**src/rfpw_pkg.sv**
```systemverilog
// Shared types and constants for the rotated frame buffer pixel writer.
// Holds the item, result and configuration structs and all code values.
// No dependencies; every other file imports this package.
package rfpw_pkg;

    // Default sizes handed to the top-level parameters.
    localparam int BUFFER_BYTES_DEF = 4096;
    localparam int MAX_DIM_DEF      = 512;

    // Field widths fixed by the interface.
    localparam int COORD_W    = 9;
    localparam int DIM_W      = 10;
    localparam int COLOR_W    = 8;
    localparam int ROWB_W     = 9;
    localparam int BYTE_W     = 8;
    localparam int STATUS_W   = 2;
    localparam int OUT_ADDR_W = 12;
    localparam int CFG_IDX_W  = 3;
    localparam int CFG_DATA_W = 10;

    // Configuration register indexes.
    localparam logic [CFG_IDX_W-1:0] REG_WIDTH     = 3'd0;
    localparam logic [CFG_IDX_W-1:0] REG_HEIGHT    = 3'd1;
    localparam logic [CFG_IDX_W-1:0] REG_ROTATION  = 3'd2;
    localparam logic [CFG_IDX_W-1:0] REG_MIRROR    = 3'd3;
    localparam logic [CFG_IDX_W-1:0] REG_SCALE     = 3'd4;
    localparam logic [CFG_IDX_W-1:0] REG_ROW_BYTES = 3'd5;

    // Rotation codes.
    localparam logic [1:0] ROT_0   = 2'd0;
    localparam logic [1:0] ROT_90  = 2'd1;
    localparam logic [1:0] ROT_180 = 2'd2;
    localparam logic [1:0] ROT_270 = 2'd3;

    // Mirror control bits.
    localparam int MIRROR_H_BIT = 0;
    localparam int MIRROR_V_BIT = 1;

    // Pixel packing modes.
    localparam logic [1:0] SCALE_1BIT = 2'd0;
    localparam logic [1:0] SCALE_2BIT = 2'd1;
    localparam logic [1:0] SCALE_4BIT = 2'd2;
    localparam logic [1:0] SCALE_BAD  = 2'd3;

    // Result status codes.
    localparam logic [STATUS_W-1:0] STATUS_WRITTEN = 2'd0;
    localparam logic [STATUS_W-1:0] STATUS_IGNORED = 2'd1;
    localparam logic [STATUS_W-1:0] STATUS_CLEARED = 2'd2;

    // Command codes.
    localparam logic CMD_PIXEL = 1'b0;
    localparam logic CMD_CLEAR = 1'b1;

    // Leftmost field masks per packing mode.
    localparam logic [BYTE_W-1:0] MASK_1BIT = 8'h80;
    localparam logic [BYTE_W-1:0] MASK_2BIT = 8'hC0;
    localparam logic [BYTE_W-1:0] MASK_4BIT = 8'hF0;

    // Register values after reset.
    localparam logic [DIM_W-1:0]  RST_WIDTH     = 10'd104;
    localparam logic [DIM_W-1:0]  RST_HEIGHT    = 10'd212;
    localparam logic [1:0]        RST_ROTATION  = ROT_270;
    localparam logic [1:0]        RST_MIRROR    = 2'd0;
    localparam logic [1:0]        RST_SCALE     = SCALE_1BIT;
    localparam logic [ROWB_W-1:0] RST_ROW_BYTES = 9'd13;

    typedef struct packed {
        logic               command;
        logic [COORD_W-1:0] x_pos;
        logic [COORD_W-1:0] y_pos;
        logic [COLOR_W-1:0] color;
    } item_t;

    typedef struct packed {
        logic [STATUS_W-1:0]   status;
        logic [OUT_ADDR_W-1:0] byte_address;
        logic [BYTE_W-1:0]     byte_value;
    } result_t;

    typedef struct packed {
        logic [DIM_W-1:0]  width_pixels;
        logic [DIM_W-1:0]  height_pixels;
        logic [1:0]        rotation;
        logic [1:0]        mirror;
        logic [1:0]        scale_mode;
        logic [ROWB_W-1:0] row_bytes;
    } cfg_t;

    // Byte update for one pixel: which bits change and what they become.
    typedef struct packed {
        logic              ok;
        logic [BYTE_W-1:0] mask;
        logic [BYTE_W-1:0] bits;
    } rmw_t;

endpackage

```
**src/rfpw_map.sv**
```systemverilog
// Two-stage coordinate mapper: rotation and mirroring, then byte address and field mask.
// Depends on rfpw_pkg for the item, configuration and update structs.
module rfpw_map #(
    parameter int BUFFER_BYTES = rfpw_pkg::BUFFER_BYTES_DEF,
    parameter int MAX_DIM      = rfpw_pkg::MAX_DIM_DEF,
    parameter int ADDR_W       = $clog2(rfpw_pkg::BUFFER_BYTES_DEF)
) (
    input  logic            clk,
    input  logic            rst_n,
    input  logic            launch,
    input  rfpw_pkg::item_t item,
    input  rfpw_pkg::cfg_t  cfg,
    output logic            valid,
    output logic [ADDR_W-1:0] addr,
    output rfpw_pkg::rmw_t  rmw
);
    import rfpw_pkg::*;

    localparam int PROD_W = DIM_W + ROWB_W;
    localparam int SUM_W  = PROD_W + 1;

    logic [DIM_W-1:0]   wm;
    logic [DIM_W-1:0]   hm;
    logic [DIM_W-1:0]   lw;
    logic [DIM_W-1:0]   lh;
    logic [DIM_W-1:0]   xe;
    logic [DIM_W-1:0]   ye;
    logic [DIM_W-1:0]   rx;
    logic [DIM_W-1:0]   ry;
    logic [DIM_W-1:0]   mx_next;
    logic [DIM_W-1:0]   my_next;
    logic               ok1_next;

    logic               s1_valid_reg;
    logic               s1_ok_reg;
    logic [DIM_W-1:0]   s1_mx_reg;
    logic [DIM_W-1:0]   s1_my_reg;
    logic [COLOR_W-1:0] s1_color_reg;

    logic [DIM_W-1:0]   byte_col;
    logic [PROD_W-1:0]  row_base;
    logic [SUM_W-1:0]   sum;
    logic [2:0]         shift;
    rmw_t               rmw_next;

    logic               s2_valid_reg;
    logic [ADDR_W-1:0]  addr_reg;
    rmw_t               rmw_reg;

    // Memory dimensions saturate at the largest supported size.
    assign wm = (32'(cfg.width_pixels) > MAX_DIM) ? DIM_W'(MAX_DIM) : cfg.width_pixels;
    assign hm = (32'(cfg.height_pixels) > MAX_DIM) ? DIM_W'(MAX_DIM) : cfg.height_pixels;

    // Quarter turns swap the logical width and height.
    assign lw = cfg.rotation[0] ? hm : wm;
    assign lh = cfg.rotation[0] ? wm : hm;
    assign xe = DIM_W'(item.x_pos);
    assign ye = DIM_W'(item.y_pos);
    assign ok1_next = (xe < lw) && (ye < lh) && (cfg.scale_mode != SCALE_BAD);

    // Rotation into memory coordinates. In range, none of the subtractions wrap.
    always_comb
    begin
        unique case (cfg.rotation)
            ROT_0:
            begin
                rx = xe;
                ry = ye;
            end
            ROT_90:
            begin
                rx = wm - ye - 1'b1;
                ry = xe;
            end
            ROT_180:
            begin
                rx = wm - xe - 1'b1;
                ry = hm - ye - 1'b1;
            end
            default:
            begin
                rx = ye;
                ry = hm - xe - 1'b1;
            end
        endcase
    end

    // Mirroring is applied after the rotation.
    assign mx_next = cfg.mirror[MIRROR_H_BIT] ? (wm - rx - 1'b1) : rx;
    assign my_next = cfg.mirror[MIRROR_V_BIT] ? (hm - ry - 1'b1) : ry;

    // First stage registers.
    always_ff @(posedge clk or negedge rst_n)
    begin
        if (!rst_n)
        begin
            s1_valid_reg <= 1'b0;
        end
        else
        begin
            s1_valid_reg <= launch;
        end
    end

    always_ff @(posedge clk)
    begin
        if (launch)
        begin
            s1_ok_reg    <= ok1_next;
            s1_mx_reg    <= mx_next;
            s1_my_reg    <= my_next;
            s1_color_reg <= item.color;
        end
    end

    // Byte column depends on how many pixels share one byte.
    always_comb
    begin
        case (cfg.scale_mode)
            SCALE_1BIT: byte_col = s1_mx_reg >> 3;
            SCALE_2BIT: byte_col = s1_mx_reg >> 2;
            default:    byte_col = s1_mx_reg >> 1;
        endcase
    end

    // Row index times stride plus column gives the byte address.
    assign row_base = s1_my_reg * cfg.row_bytes;
    assign sum      = SUM_W'(row_base) + SUM_W'(byte_col);

    // Field mask and new bits, leftmost pixel in the most significant bits.
    always_comb
    begin
        rmw_next.ok = s1_ok_reg && (32'(sum) < BUFFER_BYTES);
        shift       = 3'd0;
        case (cfg.scale_mode)
            SCALE_1BIT:
            begin
                shift         = s1_mx_reg[2:0];
                rmw_next.mask = MASK_1BIT >> shift;
                rmw_next.bits = (s1_color_reg != '0) ? rmw_next.mask : '0;
            end
            SCALE_2BIT:
            begin
                shift         = {s1_mx_reg[1:0], 1'b0};
                rmw_next.mask = MASK_2BIT >> shift;
                rmw_next.bits = {s1_color_reg[1:0], 6'b0} >> shift;
            end
            SCALE_4BIT:
            begin
                shift         = {s1_mx_reg[0], 2'b0};
                rmw_next.mask = MASK_4BIT >> shift;
                rmw_next.bits = {s1_color_reg[3:0], 4'b0} >> shift;
            end
            default:
            begin
                rmw_next.mask = '0;
                rmw_next.bits = '0;
            end
        endcase
    end

    // Second stage registers.
    always_ff @(posedge clk or negedge rst_n)
    begin
        if (!rst_n)
        begin
            s2_valid_reg <= 1'b0;
        end
        else
        begin
            s2_valid_reg <= s1_valid_reg;
        end
    end

    always_ff @(posedge clk)
    begin
        if (s1_valid_reg)
        begin
            addr_reg <= sum[ADDR_W-1:0];
            rmw_reg  <= rmw_next;
        end
    end

    assign valid = s2_valid_reg;
    assign addr  = addr_reg;
    assign rmw   = rmw_reg;

endmodule

```
**config.mk**
```make
export PLATFORM = sky130hd
export DESIGN_NAME = rfpw_map
export DESIGN_NICKNAME = d
export VERILOG_FILES = /design/src/rfpw_pkg.sv /design/src/rfpw_map.sv
export SDC_FILE = /design/constraint.sdc
export NUM_CORES = 1
export LEC_CHECK = 0
export ABC_AREA = 1
export BUFFER_PORTS_ARGS = -buffer_cell sky130_fd_sc_hd__buf_2
export CORE_UTILIZATION = 40
export DETAILED_ROUTE_END_ITERATION = 8
export SETUP_SLACK_MARGIN = 0.05
export SLEW_MARGIN = 20
export SYNTH_ARGS = -nofsm -noshare
export SYNTH_HDL_FRONTEND = slang
export SYNTH_SLANG_ARGS = --single-unit
```
**constraint.sdc**
```tcl
create_clock -name clk -period 5.1 [get_ports clk]
set_input_delay 0.255 -clock clk [delete_from_list [all_inputs] [get_ports clk]]
set_output_delay 0.255 -clock clk [all_outputs]
set_load 0.05 [all_outputs]
```
==> out/metrics.csv, run 1 <==
metric;value;unit
max FFs per register;17;
routed wire length;26.79;mm
Max IR drop VDD;0.0005971;V
Synth Instances;1453;
Startpoint Class;flip-flop;
Detailed Route Iter0 Violations;553;
most frequent cell after synthesis;nand2_1;
initial antenna violation count;0;
H-tree Lvls;3;
relative slew slack;52.32;%
Worst-path clk slew;0.05;ns
Yosys top cell by area;edfxtp_1;
Die ar.;0.02566;mm^2
final cycle utilization of the critical path;92.47;%
routed via count;9391;
FF/Latch Area;0.001793;mm^2
DR WL/cell;14.33;um
syn_nets;1715;
setup violators final;0;
Post-synth top cells;nand2_1 (389), inv_1 (308), ha_1 (128);
Fin. Hold Viols;0;
ANT cells;0;
GRT Max-Usage Layer;met2;
GRT Total Usage;21.33;%
HP Class;in2reg;
Starting Density;40.92;%
Via density;5.022;
Max Root-Sink Buffers;2;
pwr/cell area;527.1;mW/mm^2
Leakage;6.295;nW
Root Buffer;clkbuf_16;
Post-Route Utilization;45.63;%
input/output buffers;93;
f_max;212.1;MHz
synthesized cell area;0.01001;mm^2
Max Transition Viols Final;0;
Placed Cells;1847;
# DRC;0;
FILL cells;2533;
antenna-violating nets left;0;
CP endpoint kind;flip-flop;
routability cong.;0.9494;
Num CTS Buffers;9;
multi-input logic area;0.006905;mm^2
Max Clock Skew;0.004294;ns
layout cells sized above 1;9.961;%
Top Ports;95;
Post-DP HPWL;22.36;mm
met2 Use GR;36.44;%
ys async rst share;3.333;%
worst-path maximum fanout;7;
register area share after synthesis;17.90;%
data required time of the worst path;5.19;ns
first-pass GRT wire length;43.84;mm
die width;160.2;um
CTS tree;built;
Resized cells post-CTS;0;
met3 global-route usage;2.779;%
top_reg_cell synth;edfxtp_1;
status;finished, final reports clean;
Non-Filler Instances;1870;
M1 GR Usage;28.23;%
largest net degree at the start of global routing;31;
max_cap viols;0;
clock latency on the worst-skew pair;0.33;ns
count of different cell masters after synthesis;46;
Avg Cell Area, Syn;6.890;um^2
Worst Tran Pin Value;0.7126;ns
Min Clock Period, post-route;4.716;ns
Sink Count;60;
RSZ-0062 raised after global routing;no;
yosys warns;0;
dpl ws;0.2283;ns
GRT overflow;0;
Crit Path Class;reg2reg;
Die Height;160.2;um
Post-synth EDFFs;58;
Yosys reg bits;60;
Rows;57;
core box area;0.02446;mm^2
Area Growth Syn to Fin;11.50;%
Arrival @ worst endpoint;4.80;ns
Final Power;5.884;mW
vias in the first global route;8989;
setup TNS;0;ns
nets@finish;1803;
Yosys top cell area share;17.40;%
Synth area leaders;edfxtp_1 (17%), ha_1 (16%), nand2_1 (15%);
Pre-antenna DRT Iters;5;
setup ws final;0.3843;ns
## cell type report
type                    count  area share (%)
clock buffers               9           2.018
clock inverters             7          0.6726
inverters                 317           10.68
multi-input cells        1047           61.86
flip-flops and latches     60           16.06
well taps                 324           3.632
repair buffers            106           5.067
## where the power goes
group / switching (mW) / internal, mW / leakage, nW
clock: 0.225 / 0.380 / 0.138
combinational: 2.88 / 1.58 / 5.55
sequential: 0.0502 / 0.767 / 0.606
total: 3.16 / 2.73 / 6.30
## final timing paths
check / from / to / slack [ns] / cells past startpoint
setup / recovery: s1_my_reg[5]$_DFFE_PP_ / rmw[16]$_DFFE_PP_ / 0.38 / 19
hold / removal: item[1] / s1_color_reg[1]$_DFFE_PP_ / 0.10 / 1
setup reg to reg: s1_my_reg[5]$_DFFE_PP_ / rmw[16]$_DFFE_PP_ / 0.38 / 19
hold reg to reg: s1_color_reg[2]$_DFFE_PP_ / rmw[2]$_DFFE_PP_ / 0.69 / 2
max in group asynchronous: rst_n / s1_valid_reg$_DFF_PN0_ / 4.75 / 2
min in group asynchronous: rst_n / valid$_DFF_PN0_ / 0.24 / 2
## timing repair
action / 4_1_cts / 5_1_grt
endpoints found under the setup margin: 0 / 1
hold endpoints to repair: 2 / 0
hold buffers: 1 / 0
setup buffers: 0 / 6
## logic make-up (layout without fill, tap and decap cells)
logic type | after synthesis | in the layout | synth area share (%)
and+or+nand+nor | 624 | 624 | 25.95
AOI/OAI and AO/OA | 212 | 212 | 12.01
DFF | 60 | 60 | 17.90
buffers and inverters | 346 | 439 | 13.12
xor gates and xnor gates | 14 | 14 | 1.225
adders and majority gates | 197 | 197 | 29.80
## per-layer routing
layer | wire, um | share of wire, %
met5 | 0 | 0
met4 | 653 | 2.4
met3 | 1530 | 5.7
met2 | 12250 | 46
met1 | 12360 | 46
## cell usage in the layout (no fill, tap or decap), types with 5 or more instances in the layout
master     netlist  final
a21oi_1         77     77
a31oi_1          5      5
buf_2            4     93
buf_4            2     12
clkbuf_16        0      9
edfxtp_1        58     58
fa_1            69     69
ha_1           128    128
inv_1          308    308
inv_2            7      7
nand2_1        389    389
nand2_2         10     10
nand3_1         98     98
nand4_1         14     14
nor2_1          91     91
nor3_1           8      8
o211ai_1        11     11
o21ai_0         62     62
o21ai_1         17     17
o21bai_1         8      8
o221ai_1         7      7
o22ai_1         13     13
xor2_1          13     13
## worst max-delay path, cell delays in order (launching register included)
cell and delay, ns:
edfxtp_1 0.51, nand2_1 0.12, fa_1 0.49, inv_1 0.06, fa_1 0.50, inv_1 0.05, fa_1 0.52, inv_1 0.05
fa_1 0.50, fa_1 0.43, ha_1 0.41, nand2_2 0.11, nor2_1 0.13, nand3_1 0.09, nand3_1 0.14, nand2_1 0.09
nand3_1 0.08, nand2_1 0.06, nand4_1 0.10, nor2_1 0.05
## metrics by stage
| step | cell area, um^2 | hold WS, ns |
|---|---|---|
| floorplan | 10010 | -0.04059 |
| global placement | 10810 | 0.04942 |
| detailed placement | 10810 | 0.04771 |
| CTS | 11120 | 0.08979 |
| global route | 11160 | 0.09476 |
| finish | 11160 | 0.1000 |
(Power assumes the default switching activity.)
==> run 2: changes to the inputs <==
--- a/config.mk
+++ b/config.mk
@@ -7,8 +7,11 @@
 export LEC_CHECK = 0
 export ABC_AREA = 1
 export BUFFER_PORTS_ARGS = -buffer_cell sky130_fd_sc_hd__buf_2
-export CORE_UTILIZATION = 40
+export CELL_PAD_IN_SITES_DETAIL_PLACEMENT = 1
+export CELL_PAD_IN_SITES_GLOBAL_PLACEMENT = 2
+export CORE_UTILIZATION = 35
 export DETAILED_ROUTE_END_ITERATION = 8
+export PLACE_DENSITY = 0.95
 export SETUP_SLACK_MARGIN = 0.05
 export SLEW_MARGIN = 20
 export SYNTH_ARGS = -nofsm -noshare
==> out/metrics.csv, run 2 (synthesis results as in run 1) <==
metric;value;unit;change
status;finished, final reports clean;;unchanged
Starting Density;35.84;%;was 40.92%
Fin. Hold Viols;0;;unchanged
Rows;61;;was 57
f_max;205.3;MHz;was 212.1 MHz
max_cap viols;0;;unchanged
DR WL/cell;16.75;um;was 14.33 um
Num CTS Buffers;9;;unchanged
Detailed Route Iter0 Violations;447;;was 553
Post-DP HPWL;27.20;mm;was 22.36 mm
Sink Count;60;;unchanged
layout cells sized above 1;10.30;%;was 9.961%
Root Buffer;clkbuf_16;;unchanged
clock latency on the worst-skew pair;0.34;ns;was 0.33 ns
Max Clock Skew;0.005447;ns;was 0.004294 ns
vias in the first global route;10190;;was 8989
Pre-antenna DRT Iters;5;;unchanged
FILL cells;3650;;was 2533
routed via count;9789;;was 9391
die width;171.1;um;was 160.2 um
antenna-violating nets left;0;;unchanged
relative slew slack;52.33;%;was 52.32%
Worst Tran Pin Value;0.7151;ns;was 0.7126 ns
Worst-path clk slew;0.05;ns;about the same
Crit Path Class;reg2reg;;unchanged
setup TNS;0;ns;unchanged
final cycle utilization of the critical path;95.50;%;was 92.47%
Min Clock Period, post-route;4.871;ns;was 4.716 ns
initial antenna violation count;0;;unchanged
routed wire length;32.37;mm;was 26.79 mm
Max IR drop VDD;0.0003996;V;was 0.0005971 V
GRT overflow;0;;unchanged
Die Height;171.1;um;was 160.2 um
CP endpoint kind;flip-flop;;unchanged
Area Growth Syn to Fin;12.69;%;was 11.50%
HP Class;in2reg;;unchanged
R2R Path Start;s1_my_reg[5]$_DFFE_PP_;;unchanged
input/output buffers;93;;unchanged
# DRC;0;;unchanged
routability cong.;0.8900;;was 0.9494
Max Transition Viols Final;0;;unchanged
Post-Route Utilization;40.38;%;was 45.63%
most common cell after layout, fill and taps aside;nand2_1;;unchanged
CTS tree;built;;unchanged
most frequent cells in the layout;nand2_1 (389), inv_1 (308), ha_1 (127), nand3_1 (98), buf_2 (93);;was nand2_1 (389), inv_1 (308), ha_1 (128), nand3_1 (98), buf_2 (93)
RSZ-0062 raised after global routing;no;;unchanged
max FFs per register;17;;unchanged
nets@finish;1810;;was 1803
first-pass GRT wire length;52.11;mm;was 43.84 mm
largest net degree at the start of global routing;31;;unchanged
Via density;5.067;;was 5.022
Fin Hold WS;0.09346;ns;was 0.1000 ns
worst-path maximum fanout;7;;unchanged
Non-Filler Instances;1932;;was 1870
core box area;0.02793;mm^2;was 0.02446 mm^2
hold wc startpoint;item[3];;was item[1]
H-tree Lvls;3;;unchanged
crit path from;s1_my_reg[5]$_DFFE_PP_;;unchanged
setup violators final;0;;unchanged
data required time of the worst path;5.29;ns;was 5.19 ns
Top Ports;95;;unchanged
Leakage;6.322;nW;was 6.295 nW
GRT Total Usage;22.84;%;was 21.33%
Max Root-Sink Buffers;2;;unchanged
pwr/cell area;553.9;mW/mm^2;was 527.1 mW/mm^2
Final Power;6.248;mW;was 5.884 mW
Placed Cells;1906;;was 1847
Die ar.;0.02928;mm^2;was 0.02566 mm^2
Startpoint Class;flip-flop;;unchanged
Arrival @ worst endpoint;5.06;ns;was 4.80 ns
-- run 2: changes by cell type in the layout (fill, tap and decap cells not counted), sizes merged --
cell	previous run	this run
inv	318	316
diode	0	1
clkinv	2	3
buf	105	112
clkbuf	9	10
-- run 2: final timing paths --
check	slack, ns	to	depth (start not counted)
worst max-delay path	0.23	rmw[16]$_DFFE_PP_	22
worst min-delay path	0.09	s1_color_reg[3]$_DFFE_PP_	1
worst max register to register	0.23	rmw[16]$_DFFE_PP_	22
worst min register to register	0.68	rmw[6]$_DFFE_PP_	2
max in group asynchronous	4.74	s1_valid_reg$_DFF_PN0_	2
min in group asynchronous	0.24	s1_valid_reg$_DFF_PN0_	2
-- run 2: where the power goes --
group / total [mW] / switching (mW) / internal, mW / leakage, nW
combinational: 4.83 / 3.19 / 1.63 / 5.58
sequential: 0.823 / 0.0552 / 0.768 / 0.606
clock: 0.598 / 0.221 / 0.377 / 0.132
-- run 2: worst max-delay path: stages, from the launching register on --
cell      delay, ns
edfxtp_1       0.51
nand2_1        0.13
inv_1          0.07
fa_1           0.54
inv_1          0.07
fa_1           0.57
fa_1           0.43
fa_1           0.46
fa_1           0.49
inv_1          0.04
ha_2           0.38
nand2_2        0.12
inv_1          0.08
nand2_1        0.05
nand2_1        0.10
inv_1          0.06
nand3_2        0.10
nand2_1        0.07
nand3_1        0.09
nand2_1        0.05
nor2_1         0.11
nand3_1        0.09
nor2_1         0.12
-- run 2: layout make-up --
type	instances	area, um^2	area share (%)
Antenna cell	1	2.502	0.02218
Clock buffer	10	229.0	2.030
Clock inverter	6	65.06	0.5768
Inverter	317	1192	10.57
Multi-Input combinational cell	1047	6908	61.24
Sequential cell	60	1793	15.89
Tap cell	378	473.0	4.193
Timing Repair Buffer	113	618.1	5.479
-- run 2: metrics by stage --
stage,instance area [um^2],worst slack [ns]
2_1_floorplan,10010,0.5631
3_3_place_gp,10910,0.2963
3_5_place_dp,10910,0.1783
4_1_cts,11210,0.1155
5_1_grt,11280,0.008838
6_report,11280,0.2294
-- run 2: layer usage --
metal  track usage, %  wire (um)
met5                0          0
met4            6.793        856
met2            40.44      15740
met3            2.730       1317
met1            28.86      14460
-- run 2: repair_timing --
item	in CTS	in global routing
resized for setup	0	1
setup endpoints to repair	0	1
buffers inserted	0	8
hold buffers	1	0
endpoints found under the hold margin	2	0
